===== src/srr_pkg.sv =====
`timescale 1ns / 1ps
// ----------------------------------------------------------------------------
// srr_pkg
// Shared types and constants for the sentence receive ring.
// ----------------------------------------------------------------------------
package srr_pkg;

	localparam int RING_DEPTH_DEF = 32;

	localparam logic [7:0] START_MARK = 8'h24;   // '$'
	localparam logic [7:0] LINE_END   = 8'h0A;   // '\n'

	localparam logic [5:0] BACKLOG_RESET = 6'd29;

	// command codes carried in the input tuser
	localparam logic [1:0] CMD_PUSH = 2'd0;
	localparam logic [1:0] CMD_POLL = 2'd1;
	localparam logic [1:0] CMD_POP  = 2'd2;

	// configuration register indexes
	localparam logic REG_ENABLE  = 1'b0;
	localparam logic REG_BACKLOG = 1'b1;

	typedef struct packed {
		logic       enable;
		logic [5:0] backlog_limit;
	} cfg_t;

	typedef enum logic [2:0] {
		ST_IDLE,
		ST_EXEC,
		ST_SCAN,
		ST_POP,
		ST_DONE
	} st_t;

endpackage


===== src/srr_ram.sv =====
`timescale 1ns / 1ps
// ----------------------------------------------------------------------------
// srr_ram
// Generic single-write, single-read RAM with registered read data.
// ----------------------------------------------------------------------------
module srr_ram #(
	parameter int WIDTH = 8,
	parameter int DEPTH = 32
) (
	input  logic                     clk,
	input  logic                     we,
	input  logic [$clog2(DEPTH)-1:0] waddr,
	input  logic [WIDTH-1:0]         wdata,
	input  logic [$clog2(DEPTH)-1:0] raddr,
	output logic [WIDTH-1:0]         rdata
);

	logic [WIDTH-1:0] mem_q [DEPTH];
	logic [WIDTH-1:0] rdata_q;

	always_ff @(posedge clk) begin
		if (we) begin
			mem_q[waddr] <= wdata;
		end
		rdata_q <= mem_q[raddr];
	end

	assign rdata = rdata_q;

endmodule


===== src/srr_ctrl.sv =====
`timescale 1ns / 1ps
// ----------------------------------------------------------------------------
// srr_ctrl
// Command sequencer: ring pointers, sentence flag, start-marker scan and
// the result register.
// ----------------------------------------------------------------------------
module srr_ctrl
	import srr_pkg::*;
#(
	parameter int RING_DEPTH = RING_DEPTH_DEF,
	localparam int PW = $clog2(RING_DEPTH)
) (
	input  logic          clk,
	input  logic          arst_n,
	input  cfg_t          cfg,
	input  logic          in_valid,
	output logic          in_ready,
	input  logic [1:0]    in_cmd,
	input  logic [7:0]    in_byte,
	output logic          out_valid,
	input  logic          out_ready,
	output logic          out_receiving,
	output logic [7:0]    out_pop_data,
	output logic          out_pop_valid,
	output logic          out_dropped,
	output logic          ram_we,
	output logic [PW-1:0] ram_waddr,
	output logic [7:0]    ram_wdata,
	output logic [PW-1:0] ram_raddr,
	input  logic [7:0]    ram_rdata
);

	localparam int CW = (PW + 1 > 6) ? PW + 1 : 6;

	function automatic logic [PW-1:0] ring_next(input logic [PW-1:0] p);
		return (p == PW'(RING_DEPTH - 1)) ? '0 : p + PW'(1);
	endfunction

	st_t state_q, state_d;

	logic [PW-1:0] rp_q, wp_q;
	logic          insent_q;
	logic [1:0]    cmd_q;
	logic [7:0]    byte_q;
	logic          dropped_q;
	logic [7:0]    pop_data_q;
	logic          pop_valid_q;
	logic          m_valid_q;
	logic          m_receiving_q;
	logic [7:0]    m_pop_data_q;
	logic          m_pop_valid_q;
	logic          m_dropped_q;

	logic [PW-1:0] rp_next, wp_next;
	logic          full, empty, is_mark, out_free, below_limit;
	logic [CW-1:0] count;

	assign rp_next  = ring_next(rp_q);
	assign wp_next  = ring_next(wp_q);
	assign full     = (wp_next == rp_q);
	assign empty    = (rp_q == wp_q);
	assign is_mark  = (ram_rdata == START_MARK);
	assign out_free = !m_valid_q || out_ready;

	always_comb begin
		if (wp_q >= rp_q) begin
			count = CW'(wp_q) - CW'(rp_q);
		end else begin
			count = CW'(wp_q) + CW'(RING_DEPTH) - CW'(rp_q);
		end
	end

	assign below_limit = (count < CW'(cfg.backlog_limit));

	// next state
	always_comb begin
		state_d = state_q;
		unique case (state_q)
			ST_IDLE: begin
				if (in_valid) state_d = ST_EXEC;
			end
			ST_EXEC: begin
				case (cmd_q)
					CMD_POLL: begin
						state_d = (cfg.enable && !insent_q && !empty) ? ST_SCAN : ST_DONE;
					end
					CMD_POP: begin
						state_d = empty ? ST_DONE : ST_POP;
					end
					default: state_d = ST_DONE;
				endcase
			end
			ST_SCAN: begin
				if (is_mark || rp_next == wp_q) state_d = ST_DONE;
			end
			ST_POP: state_d = ST_DONE;
			ST_DONE: begin
				if (out_free) state_d = ST_IDLE;
			end
			default: state_d = ST_IDLE;
		endcase
	end

	// outputs
	always_comb begin
		in_ready  = (state_q == ST_IDLE);
		ram_we    = (state_q == ST_EXEC) && (cmd_q == CMD_PUSH) && !full;
		ram_waddr = wp_q;
		ram_wdata = byte_q;
		// during the scan the next entry is fetched while the current one is checked
		ram_raddr = (state_q == ST_SCAN) ? rp_next : rp_q;
	end

	always_ff @(posedge clk or negedge arst_n) begin
		if (!arst_n) begin
			state_q <= ST_IDLE;
		end else begin
			state_q <= state_d;
		end
	end

	always_ff @(posedge clk or negedge arst_n) begin
		if (!arst_n) begin
			rp_q      <= '0;
			wp_q      <= '0;
			insent_q  <= 1'b0;
			cmd_q     <= CMD_PUSH;
			m_valid_q <= 1'b0;
		end else begin
			case (state_q)
				ST_IDLE: begin
					if (in_valid) cmd_q <= in_cmd;
				end
				ST_EXEC: begin
					if (cmd_q == CMD_PUSH && !full) wp_q <= wp_next;
					if (cmd_q == CMD_POLL && !cfg.enable) insent_q <= 1'b0;
				end
				ST_SCAN: begin
					if (is_mark) begin
						insent_q <= below_limit;
					end else begin
						rp_q <= rp_next;
					end
				end
				ST_POP: begin
					rp_q     <= rp_next;
					insent_q <= (ram_rdata != LINE_END);
				end
				default: ;
			endcase

			if (state_q == ST_DONE && out_free) begin
				m_valid_q <= 1'b1;
			end else if (out_ready) begin
				m_valid_q <= 1'b0;
			end
		end
	end

	// payload registers
	always_ff @(posedge clk) begin
		case (state_q)
			ST_IDLE: begin
				if (in_valid) begin
					byte_q      <= in_byte;
					dropped_q   <= 1'b0;
					pop_data_q  <= '0;
					pop_valid_q <= 1'b0;
				end
			end
			ST_EXEC: begin
				if (cmd_q == CMD_PUSH && full) dropped_q <= 1'b1;
			end
			ST_POP: begin
				pop_data_q  <= ram_rdata;
				pop_valid_q <= 1'b1;
			end
			ST_DONE: begin
				if (out_free) begin
					m_receiving_q <= insent_q;
					m_pop_data_q  <= pop_data_q;
					m_pop_valid_q <= pop_valid_q;
					m_dropped_q   <= dropped_q;
				end
			end
			default: ;
		endcase
	end

	assign out_valid     = m_valid_q;
	assign out_receiving = m_receiving_q;
	assign out_pop_data  = m_pop_data_q;
	assign out_pop_valid = m_pop_valid_q;
	assign out_dropped   = m_dropped_q;

endmodule


===== src/sentence_receive_ring_core.sv =====
`timescale 1ns / 1ps
// ----------------------------------------------------------------------------
// sentence_receive_ring_core
// Byte receive ring with start-of-sentence synchronisation.
// ----------------------------------------------------------------------------
//  channel   direction  handshake          contents
//  s_*       in         s_tvalid/s_tready  tdata: rx_byte; tuser: cmd
//  m_*       out        m_tvalid/m_tready  tdata: receiving, pop_data, dropped;
//                                          tuser: pop_valid
//  cfg_*     in         cfg_valid/ready    cfg_index, cfg_data
//
//  One item is handled at a time: idle, execute, done; a pop of a stored byte
//  adds the pop state, a poll may add the scan state over up to RING_DEPTH - 1
//  entries, one ring RAM read a cycle. Reset clears pointers, sentence flag and
//  enable and sets the backlog limit to BACKLOG_RESET; the ring RAM is not
//  cleared. A held result delays only the next acceptance, not the work.
// ----------------------------------------------------------------------------
module sentence_receive_ring_core
	import srr_pkg::*;
#(
	parameter int RING_DEPTH = RING_DEPTH_DEF
) (
	input  logic        clk,
	input  logic        arst_n,
	input  logic        s_tvalid,
	output logic        s_tready,
	input  logic [7:0]  s_tdata,   // [7:0] rx_byte
	input  logic [1:0]  s_tuser,   // [1:0] cmd
	output logic        m_tvalid,
	input  logic        m_tready,
	output logic [15:0] m_tdata,   // [0] receiving, [8:1] pop_data, [9] dropped
	output logic        m_tuser,   // [0] pop_valid
	input  logic        cfg_valid,
	output logic        cfg_ready,
	input  logic        cfg_index,
	input  logic [5:0]  cfg_data
);

	localparam int PW = $clog2(RING_DEPTH);

	cfg_t cfg_q;

	logic          ram_we;
	logic [PW-1:0] ram_waddr, ram_raddr;
	logic [7:0]    ram_wdata, ram_rdata;
	logic          receiving, pop_valid, dropped;
	logic [7:0]    pop_data;

	assign cfg_ready = 1'b1;

	always_ff @(posedge clk or negedge arst_n) begin
		if (!arst_n) begin
			cfg_q.enable        <= 1'b0;
			cfg_q.backlog_limit <= BACKLOG_RESET;
		end else if (cfg_valid) begin
			unique case (cfg_index)
				REG_ENABLE:  cfg_q.enable        <= cfg_data[0];
				REG_BACKLOG: cfg_q.backlog_limit <= cfg_data;
				default: ;
			endcase
		end
	end

	srr_ctrl #(
		.RING_DEPTH(RING_DEPTH)
	) u_ctrl (
		.clk          (clk),
		.arst_n       (arst_n),
		.cfg          (cfg_q),
		.in_valid     (s_tvalid),
		.in_ready     (s_tready),
		.in_cmd       (s_tuser),
		.in_byte      (s_tdata),
		.out_valid    (m_tvalid),
		.out_ready    (m_tready),
		.out_receiving(receiving),
		.out_pop_data (pop_data),
		.out_pop_valid(pop_valid),
		.out_dropped  (dropped),
		.ram_we       (ram_we),
		.ram_waddr    (ram_waddr),
		.ram_wdata    (ram_wdata),
		.ram_raddr    (ram_raddr),
		.ram_rdata    (ram_rdata)
	);

	srr_ram #(
		.WIDTH(8),
		.DEPTH(RING_DEPTH)
	) u_ring (
		.clk  (clk),
		.we   (ram_we),
		.waddr(ram_waddr),
		.wdata(ram_wdata),
		.raddr(ram_raddr),
		.rdata(ram_rdata)
	);

	assign m_tdata = {6'b0, dropped, pop_data, receiving};
	assign m_tuser = pop_valid;

endmodule


===== config.mk =====
export PLATFORM = sky130hd
export DESIGN_NAME = sentence_receive_ring_core
export DESIGN_NICKNAME = d
export VERILOG_FILES = /design/src/srr_pkg.sv /design/src/srr_ram.sv /design/src/srr_ctrl.sv /design/src/sentence_receive_ring_core.sv
export SDC_FILE = /design/constraint.sdc
export NUM_CORES = 1
export LEC_CHECK = 0
export ABC_AREA = 1
export BUFFER_PORTS_ARGS = -buffer_cell sky130_fd_sc_hd__buf_2
export CAP_MARGIN = 0
export CELL_PAD_IN_SITES_DETAIL_PLACEMENT = 2
export CELL_PAD_IN_SITES_GLOBAL_PLACEMENT = 2
export CORE_MARGIN = 5
export CORE_UTILIZATION = 45
export CTS_BUF_LIST = sky130_fd_sc_hd__clkbuf_4
export CTS_CLUSTER_SIZE = 16
export DETAILED_ROUTE_END_ITERATION = 10
export MAX_ROUTING_LAYER = met4
export PLACE_DENSITY = 0.8
export SLEW_MARGIN = 30
export SYNTH_ARGS = -nofsm -noshare
export SYNTH_HDL_FRONTEND = slang
export SYNTH_HIERARCHICAL = 1
export SYNTH_SLANG_ARGS = --single-unit

===== constraint.sdc =====
create_clock -name clk -period 4.6 [get_ports clk]
set_clock_uncertainty 0.2 [all_clocks]
set_input_delay 0 -clock clk [delete_from_list [all_inputs] [get_ports clk]]
set_output_delay 0 -clock clk [all_outputs]
set_load 0.005 [all_outputs]

# ---- Word level (Yosys, flattened, before mapping)
# Memories as Yosys holds them, arrays and structs flattened. A register that Yosys moved wholly into a read port is not among the register bits.
# Index checks and enable logic that the tools add are counted.
dict set report classes {
  add_sub_neg 5
  magnitude_cmp 2
  eq_ne 20
  muxes 26
  n_bitwise 1
  n_reduce_logical 32
}
# operator n
set op_table {}
lappend op_table {{5-bit 2-to-1 mux} 4}
lappend op_table {{8-bit one-hot mux with 2 select lines} 1}
lappend op_table {{5-bit == test} 3}
lappend op_table {{3-bit 2-to-1 mux} 5}
lappend op_table {{3-bit one-hot mux with 5 select lines} 1}
lappend op_table {{2-bit AND reduction} 7}
lappend op_table {{5-bit by 1-bit adder with 5-bit output (second input constant)} 2}
lappend op_table {{5-bit == test (second input constant)} 2}
lappend op_table {{5-bit one-hot mux with 2 select lines} 1}
lappend op_table {{3-bit AND reduction} 3}
lappend op_table {{8-bit by 6-bit == test with 1-bit output (second input constant)} 1}
lappend op_table {{1-bit logical AND} 8}
lappend op_table {{1-bit 2-to-1 mux} 8}
lappend op_table {{8-bit 2-to-1 mux} 1}
lappend op_table {{2-bit inequality test (second input constant)} 4}
lappend op_table {{8-bit by 4-bit inequality test with 1-bit output (second input constant)} 1}
lappend op_table {{2-bit nonzero test} 4}
lappend op_table {{5-bit by 6-bit adder with 6-bit output (second input constant)} 1}
lappend op_table {{3-bit by 2-bit == test with 1-bit output (second input constant)} 2}
lappend op_table {{6-bit less-than comparator} 1}
lappend op_table {{6-bit 2-to-1 mux} 1}
lappend op_table {{2-bit by 1-bit inequality test with 1-bit output (second input constant)} 3}
lappend op_table {{3-bit one-hot mux with 2 select lines} 1}
lappend op_table {{5-bit by 5-bit subtractor with 6-bit output} 1}
lappend op_table {{other kinds (14)} 20}
dict set report totals {
  regBits 53
  mem_bits_rw 256
  input_bits 22
  output_inout_bits 20
  n_memories 1
}
# memory depth width read_ports rd_ports_with_merged_regs write_ports line
set mem_list {}
lappend mem_list {u_ring.mem_q 32 8 1 1 1 srr_ram.sv:18} ;# logic [WIDTH-1:0] mem_q [DEPTH];

# ---- Longest topological paths before layout
dict set report logic_depth {
  depth_word 7
  ltp_mapped 20
  mapped_depth_nobuf 20
}

# ---- By module
# Netlist, hierarchy kept.
# mod instances cells_per_inst area_per_inst_um2 seq_area_each_um2
set modules_own_cells {}
lappend modules_own_cells {srr_ram 1 922 10786.6 7847.5}
lappend modules_own_cells {srr_ctrl 1 294 2603.7 1296.2}
lappend modules_own_cells {sentence_receive_ring_core 1 44 380.4 180.2}

# ---- Least setup slack after synthesis
# OpenSTA, ideal clock, no wires.
dict set report synth_timing {
  path_type {reg-to-reg}
  startpoint {register u_ctrl.wp_q[1] (netlist: u_ctrl/ram_waddr[1])}
  endpoint {memory u_ring.mem_q[11][0] (enable)}
  setup_time_ns 0.370
  arrival_time_ns 2.308
  t_required_ns 4.030
  path_slack_ns 1.722
  stages_incl_launch_ff 14
  synth_period_minus_slack_ns 2.878
  path_cell_list {dfrtp_1 -> ha_1 -> nand2_1 -> nor2_1 -> ha_1 -> xor2_1 -> nor2_1 -> nand2_1 -> nor2_2 -> nand2_4 -> nand2_4 -> inv_1 -> nand3_1 -> nor2_1}
}
dict set report synth_between {
  elab_chain_cells 7
  word_cells_on_any_way 8
  classes_between {1 x add/sub; 2 x eq/ne; 3 x mux; 2 x reduce/logical}
}
# item line
set synth_lines {}
lappend synth_lines {{from (decl)} srr_ctrl.sv:41} ;# logic [PW-1:0] rp_q, wp_q;
lappend synth_lines {{from (signal assigned)} srr_ctrl.sv:135} ;# if (cmd_q == CMD_PUSH && !full) wp_q <= wp_next;
lappend synth_lines {{5-bit by 1-bit adder with 5-bit output or 5-bit == test (tied branches)} srr_ctrl.sv:36} ;# return (p == PW'(RING_DEPTH - 1)) ? '0 : p + PW'(1);
lappend synth_lines {{5-bit 2-to-1 mux (*)} srr_ctrl.sv:36}
lappend synth_lines {{net u_ctrl.wp_next[4]} srr_ctrl.sv:54} ;# logic [PW-1:0] rp_next, wp_next;
lappend synth_lines {{5-bit == test (*)} srr_ctrl.sv:60} ;# assign full = (wp_next == rp_q);
lappend synth_lines {{1-bit zero test (*)} srr_ctrl.sv:107} ;# ram_we = (state_q == ST_EXEC) && (cmd_q == CMD_PUSH) && !full;
lappend synth_lines {{1-bit logical AND (*)} srr_ctrl.sv:107}
lappend synth_lines {{net ram_we} sentence_receive_ring_core.sv:43} ;# logic ram_we;
lappend synth_lines {{1-bit 2-to-1 mux (*)} srr_ram.sv:22} ;# if (we) begin
lappend synth_lines {{1-bit 2-to-1 mux (not written as such) (*)} srr_ram.sv:23} ;# mem_q[waddr] <= wdata;
lappend synth_lines {{to (decl)} srr_ram.sv:18}
# The timed path passes the listed nets; every way through them passes the cells marked *.

# ---- Final worst setup path
dict set report layout_timing {
  startpoint {register u_ctrl.wp_q[1] (netlist: u_ctrl/ram_waddr[1])}
  endpoint {memory u_ring.mem_q[9][4] (enable)}
}
dict set report layout_between {
  elab_chain_cells 7
  word_cells_on_any_way 8
  classes_between {1 x add/sub; 2 x eq/ne; 3 x mux; 2 x reduce/logical}
}
# item line
set layout_lines {}
lappend layout_lines {{5-bit by 1-bit adder with 5-bit output or 5-bit == test (tied branches)} srr_ctrl.sv:36}
lappend layout_lines {{5-bit 2-to-1 mux (*)} srr_ctrl.sv:36}
lappend layout_lines {{5-bit == test (*)} srr_ctrl.sv:60}
lappend layout_lines {{1-bit zero test (*)} srr_ctrl.sv:107}
lappend layout_lines {{1-bit logical AND (*)} srr_ctrl.sv:107}
lappend layout_lines {{net ram_we} sentence_receive_ring_core.sv:43}
lappend layout_lines {{1-bit 2-to-1 mux (*)} srr_ram.sv:22}
lappend layout_lines {{1-bit 2-to-1 mux (not written as such) (*)} srr_ram.sv:23}
# Marked as above.

==> impl_metrics.ini <==
[run_status]
status = finished, final reports clean

[timing]
maxSlewHeadroom_pct = 33.8
finalSetupTns_ns = 0
fin_crit_ns = 4.49
min_period_over_period_pct = 97.5
setup_ws_ns = 0.114
fmax_ghz = 0.223
hold_viol = 0
setup_viol_count_final = 0
rsz0062_at_grt = no
slew_viol_final = 0
worst_pin_slew_ns = 0.990

[power_and_ir_drop]
total_power_uw = 10400
power_density_nw_per_um2 = 649
vdd_drop_max_mv = 0.264
power.leakage_uw = 0.00637

[setup_path]
timing.critical_path.fanout_max = 11
path_delay_family = simple AND/OR/NAND/NOR gates
worstSetupEndpoint = u_ring/mem_q[9][4]$_DFFE_PP_
r2r-start = u_ctrl/ram_waddr[1]$_DFFE_PN0P_
crit_chain = ha_1, nand2_1, nor2_1, ha_1, inv_1, nand3_1, nand2_1, inv_1, nor2_4, nand2_4, nand2_4, inv_1, nand3_1, nor2_1
reg2reg_slack_ns = 0.11
cp.arrival_ns = 4.65
cp.required_ns = 4.77
path_class = flip-flop to flip-flop
reg2reg_depth = 14
r2r_end = u_ring/mem_q[9][4]$_DFFE_PP_
critPathSlowestCell = nor2_1
crit_start = u_ctrl/ram_waddr[1]$_DFFE_PN0P_
max_stage_delay_ns = 0.82
cpMostUsedCell = inv_1
path_buf_inv = 3
endpoint_kind = flip-flop
crit_cells = 14
cp-start-kind = flip-flop

[clocking]
htree_num_levels = 3
postCtsSetupBuffers = 0
cts_root_buffer = clkbuf_4
path_clk_slew_ns = 0.07
cts_inserted_buffers = 86
cts_tree = built
postCtsHoldBufs = 58
cts.sinks = 317
ctsResizeCount = 0
cts_buffer_depth = 3
clock_latency_ns = 0.82

[yosys]
ys_seq_area_share_pct = 67.7
yosys_warnings = 6
syn_inst = 1260
ys_types = 35
ys_seq_elements = 317
synth.cell_area_sq_um = 13800
syn_area_per_cell_sq_um = 10.9

[floorplan]
die_area_sq_um = 34200
die_y_um = 185
start_util_pct = 45.3
row_count = 64
pin_count = 42
die_x_um = 185
coreArea_sq_um = 30400

[global_route]
grt_start_max_net_pins = 129
grt_antenna_before_repair = 2
grt_pass1_vias = 12600
grt_overflow_total = 0
grt_pass1_wl_mm = 85.4
grt_usage_pct = 35.2

[cells_and_area]
multi_input_area_sq_um = 3730
nNetsFinal = 1457
layout_common_cells = nand2_1 (446), edfxtp_1 (285), nand3_1 (229), clkbuf_4 (130), inv_1 (59)
fillers = 3088
fin_area_sq_um = 16000
final_layout_size_suffix_gt1_share_pct = 16.1
syn2layout_area_growth_pct = 15.9
layout_commonest_cell = nand2_1
regArea_sq_um = 9320

[place]
placement.io_buffers = 34
placed_cell_area_sq_um = 14300
post-place-ws_ns = 0.626
place.gp.congestion = 0.821
dp_hpwl_mm = 27.5

[route]
vias_per_cell = 6.02
wl_mm = 58.1
wl_per_cell_um = 30.9
drcViolationCount = 0
first_pass_iters = 5
ant_nets = 0
first_iter_violations = 1392
vias = 11300

[run]
cap_viol_max_count = 0

[hold_path]
hold_class = input pin to flip-flop
-- Yosys cell counts --
cell type	number	area, sq um
buf_6	26	293
a21oi_2	1	8.76
inv_1	59	221
nor3_1	2	10.0
o211ai_2	1	12.5
clkinv_1	1	3.75
buf_1	2	7.51
nand4_1	9	56.3
buf_4	14	105
nand2_1	446	1670
a31oi_1	1	6.26
clkbuf_1	7	26.3
inv_2	7	26.3
o21a_1	1	7.51
clkinv_2	1	5.00
o21ai_2	1	8.76
a21oi_1	6	30.0
ha_1	17	213
dfrtp_1	20	500
nand3b_1	2	15.0
conb_1	2	7.51
nand2_4	4	45.0
nor2_2	3	18.8
edfxtp_1	285	8560
or2_1	1	6.26
dfstp_2	4	105
nor2_4	4	45.0
dfxtp_1	8	160
fa_1	1	20.0
o21ai_0	16	80.1
o21ai_1	2	10.0
xor2_1	6	52.6
nor2_1	56	210
buf_2	15	75.1
nand3_1	229	1150
-- sequential cells by signal, indices dropped and copies added, names as in the netlist, 2 cells and up --
| register | flops |
|---|---|
| u_ctrl/ram_waddr | 5 |
| u_ctrl/rp_q | 5 |
| u_ring/rdata | 8 |
| u_ctrl/state_q | 3 |
| u_ring/mem_q | 256 |
| cfg_q | 7 |
| u_ctrl/ram_wdata | 8 |
| u_ctrl/cmd_q | 2 |
| u_ctrl/out_pop_data | 8 |
| u_ctrl/pop_data_q | 8 |
-- worst min path at each step --
stage | cells after the start | startpoint | end | slack, ns
4_1_cts | 5 | cfg_index | cfg_q[5]$_DFFE_PN0P_ | 0.01
6_report | 5 | cfg_index | cfg_q[5]$_DFFE_PN0P_ | 0.05
5_1_grt | 5 | cfg_index | cfg_q[5]$_DFFE_PN0P_ | 0.08
3_5_place_dp | 1 | arst_n | u_ctrl/out_valid$_DFFE_PN0P_ | -0.13
3_3_place_gp | 1 | arst_n | u_ctrl/out_valid$_DFFE_PN0P_ | -0.17
2_1_floorplan | 0 | arst_n | cfg_q[1]$_DFFE_PN0P_ | -0.50
-- worst register-to-register path: cells and delay by family (launching register included) --
kind,cells,cell delay [ns]
flops,1,0.67
simple gates,9,2.29
buf+inv,3,0.41
fa+ha+maj,2,0.53
-- layout make-up --
class	count	area share (%)
sequential	317	58.4
multi-input combinational	816	23.4
antenna	5	0.0784
timing repair buffer	128	6.69
clock inverter	20	0.565
clock buffer	130	6.12
inverter	68	1.62
tap	396	3.11
-- cells by family after synthesis --
logic type | share of synthesized area (%)
and+or+nand+nor | 23.4
DFF | 67.7
buffers and inverters | 5.54
AOI/OAI and AO/OA | 1.19
adders and majority gates | 1.69
xor gates and xnor gates | 0.382
other | 0.0545
-- per-stage QoR --
stage,hold slack [ns],std cells,utilization [%]
after floorplan,-0.496,1265,-
after global placement,-0.168,1666,46.9
after detailed placement,-0.132,1666,46.9
after CTS,0.0142,1874,52.3
after global routing,0.0760,1876,52.4
final,0.0547,1880,52.4
-- per-layer routing --
layer	vias to the layer above	GRT usage (%)	routed length [um]
li1	4638	-	-
met1	5802	41.7	21700
met2	655	59.4	29400
met3	225	6.30	4230
met4	0	15.1	2890
met5	-	-	0
-- power breakdown --
part | internal [uW] | switching, uW
registers | 3520 | 227
clock network | 1290 | 1500
logic | 960 | 2860
total | 5770 | 4590
(Power assumes the default switching activity.)
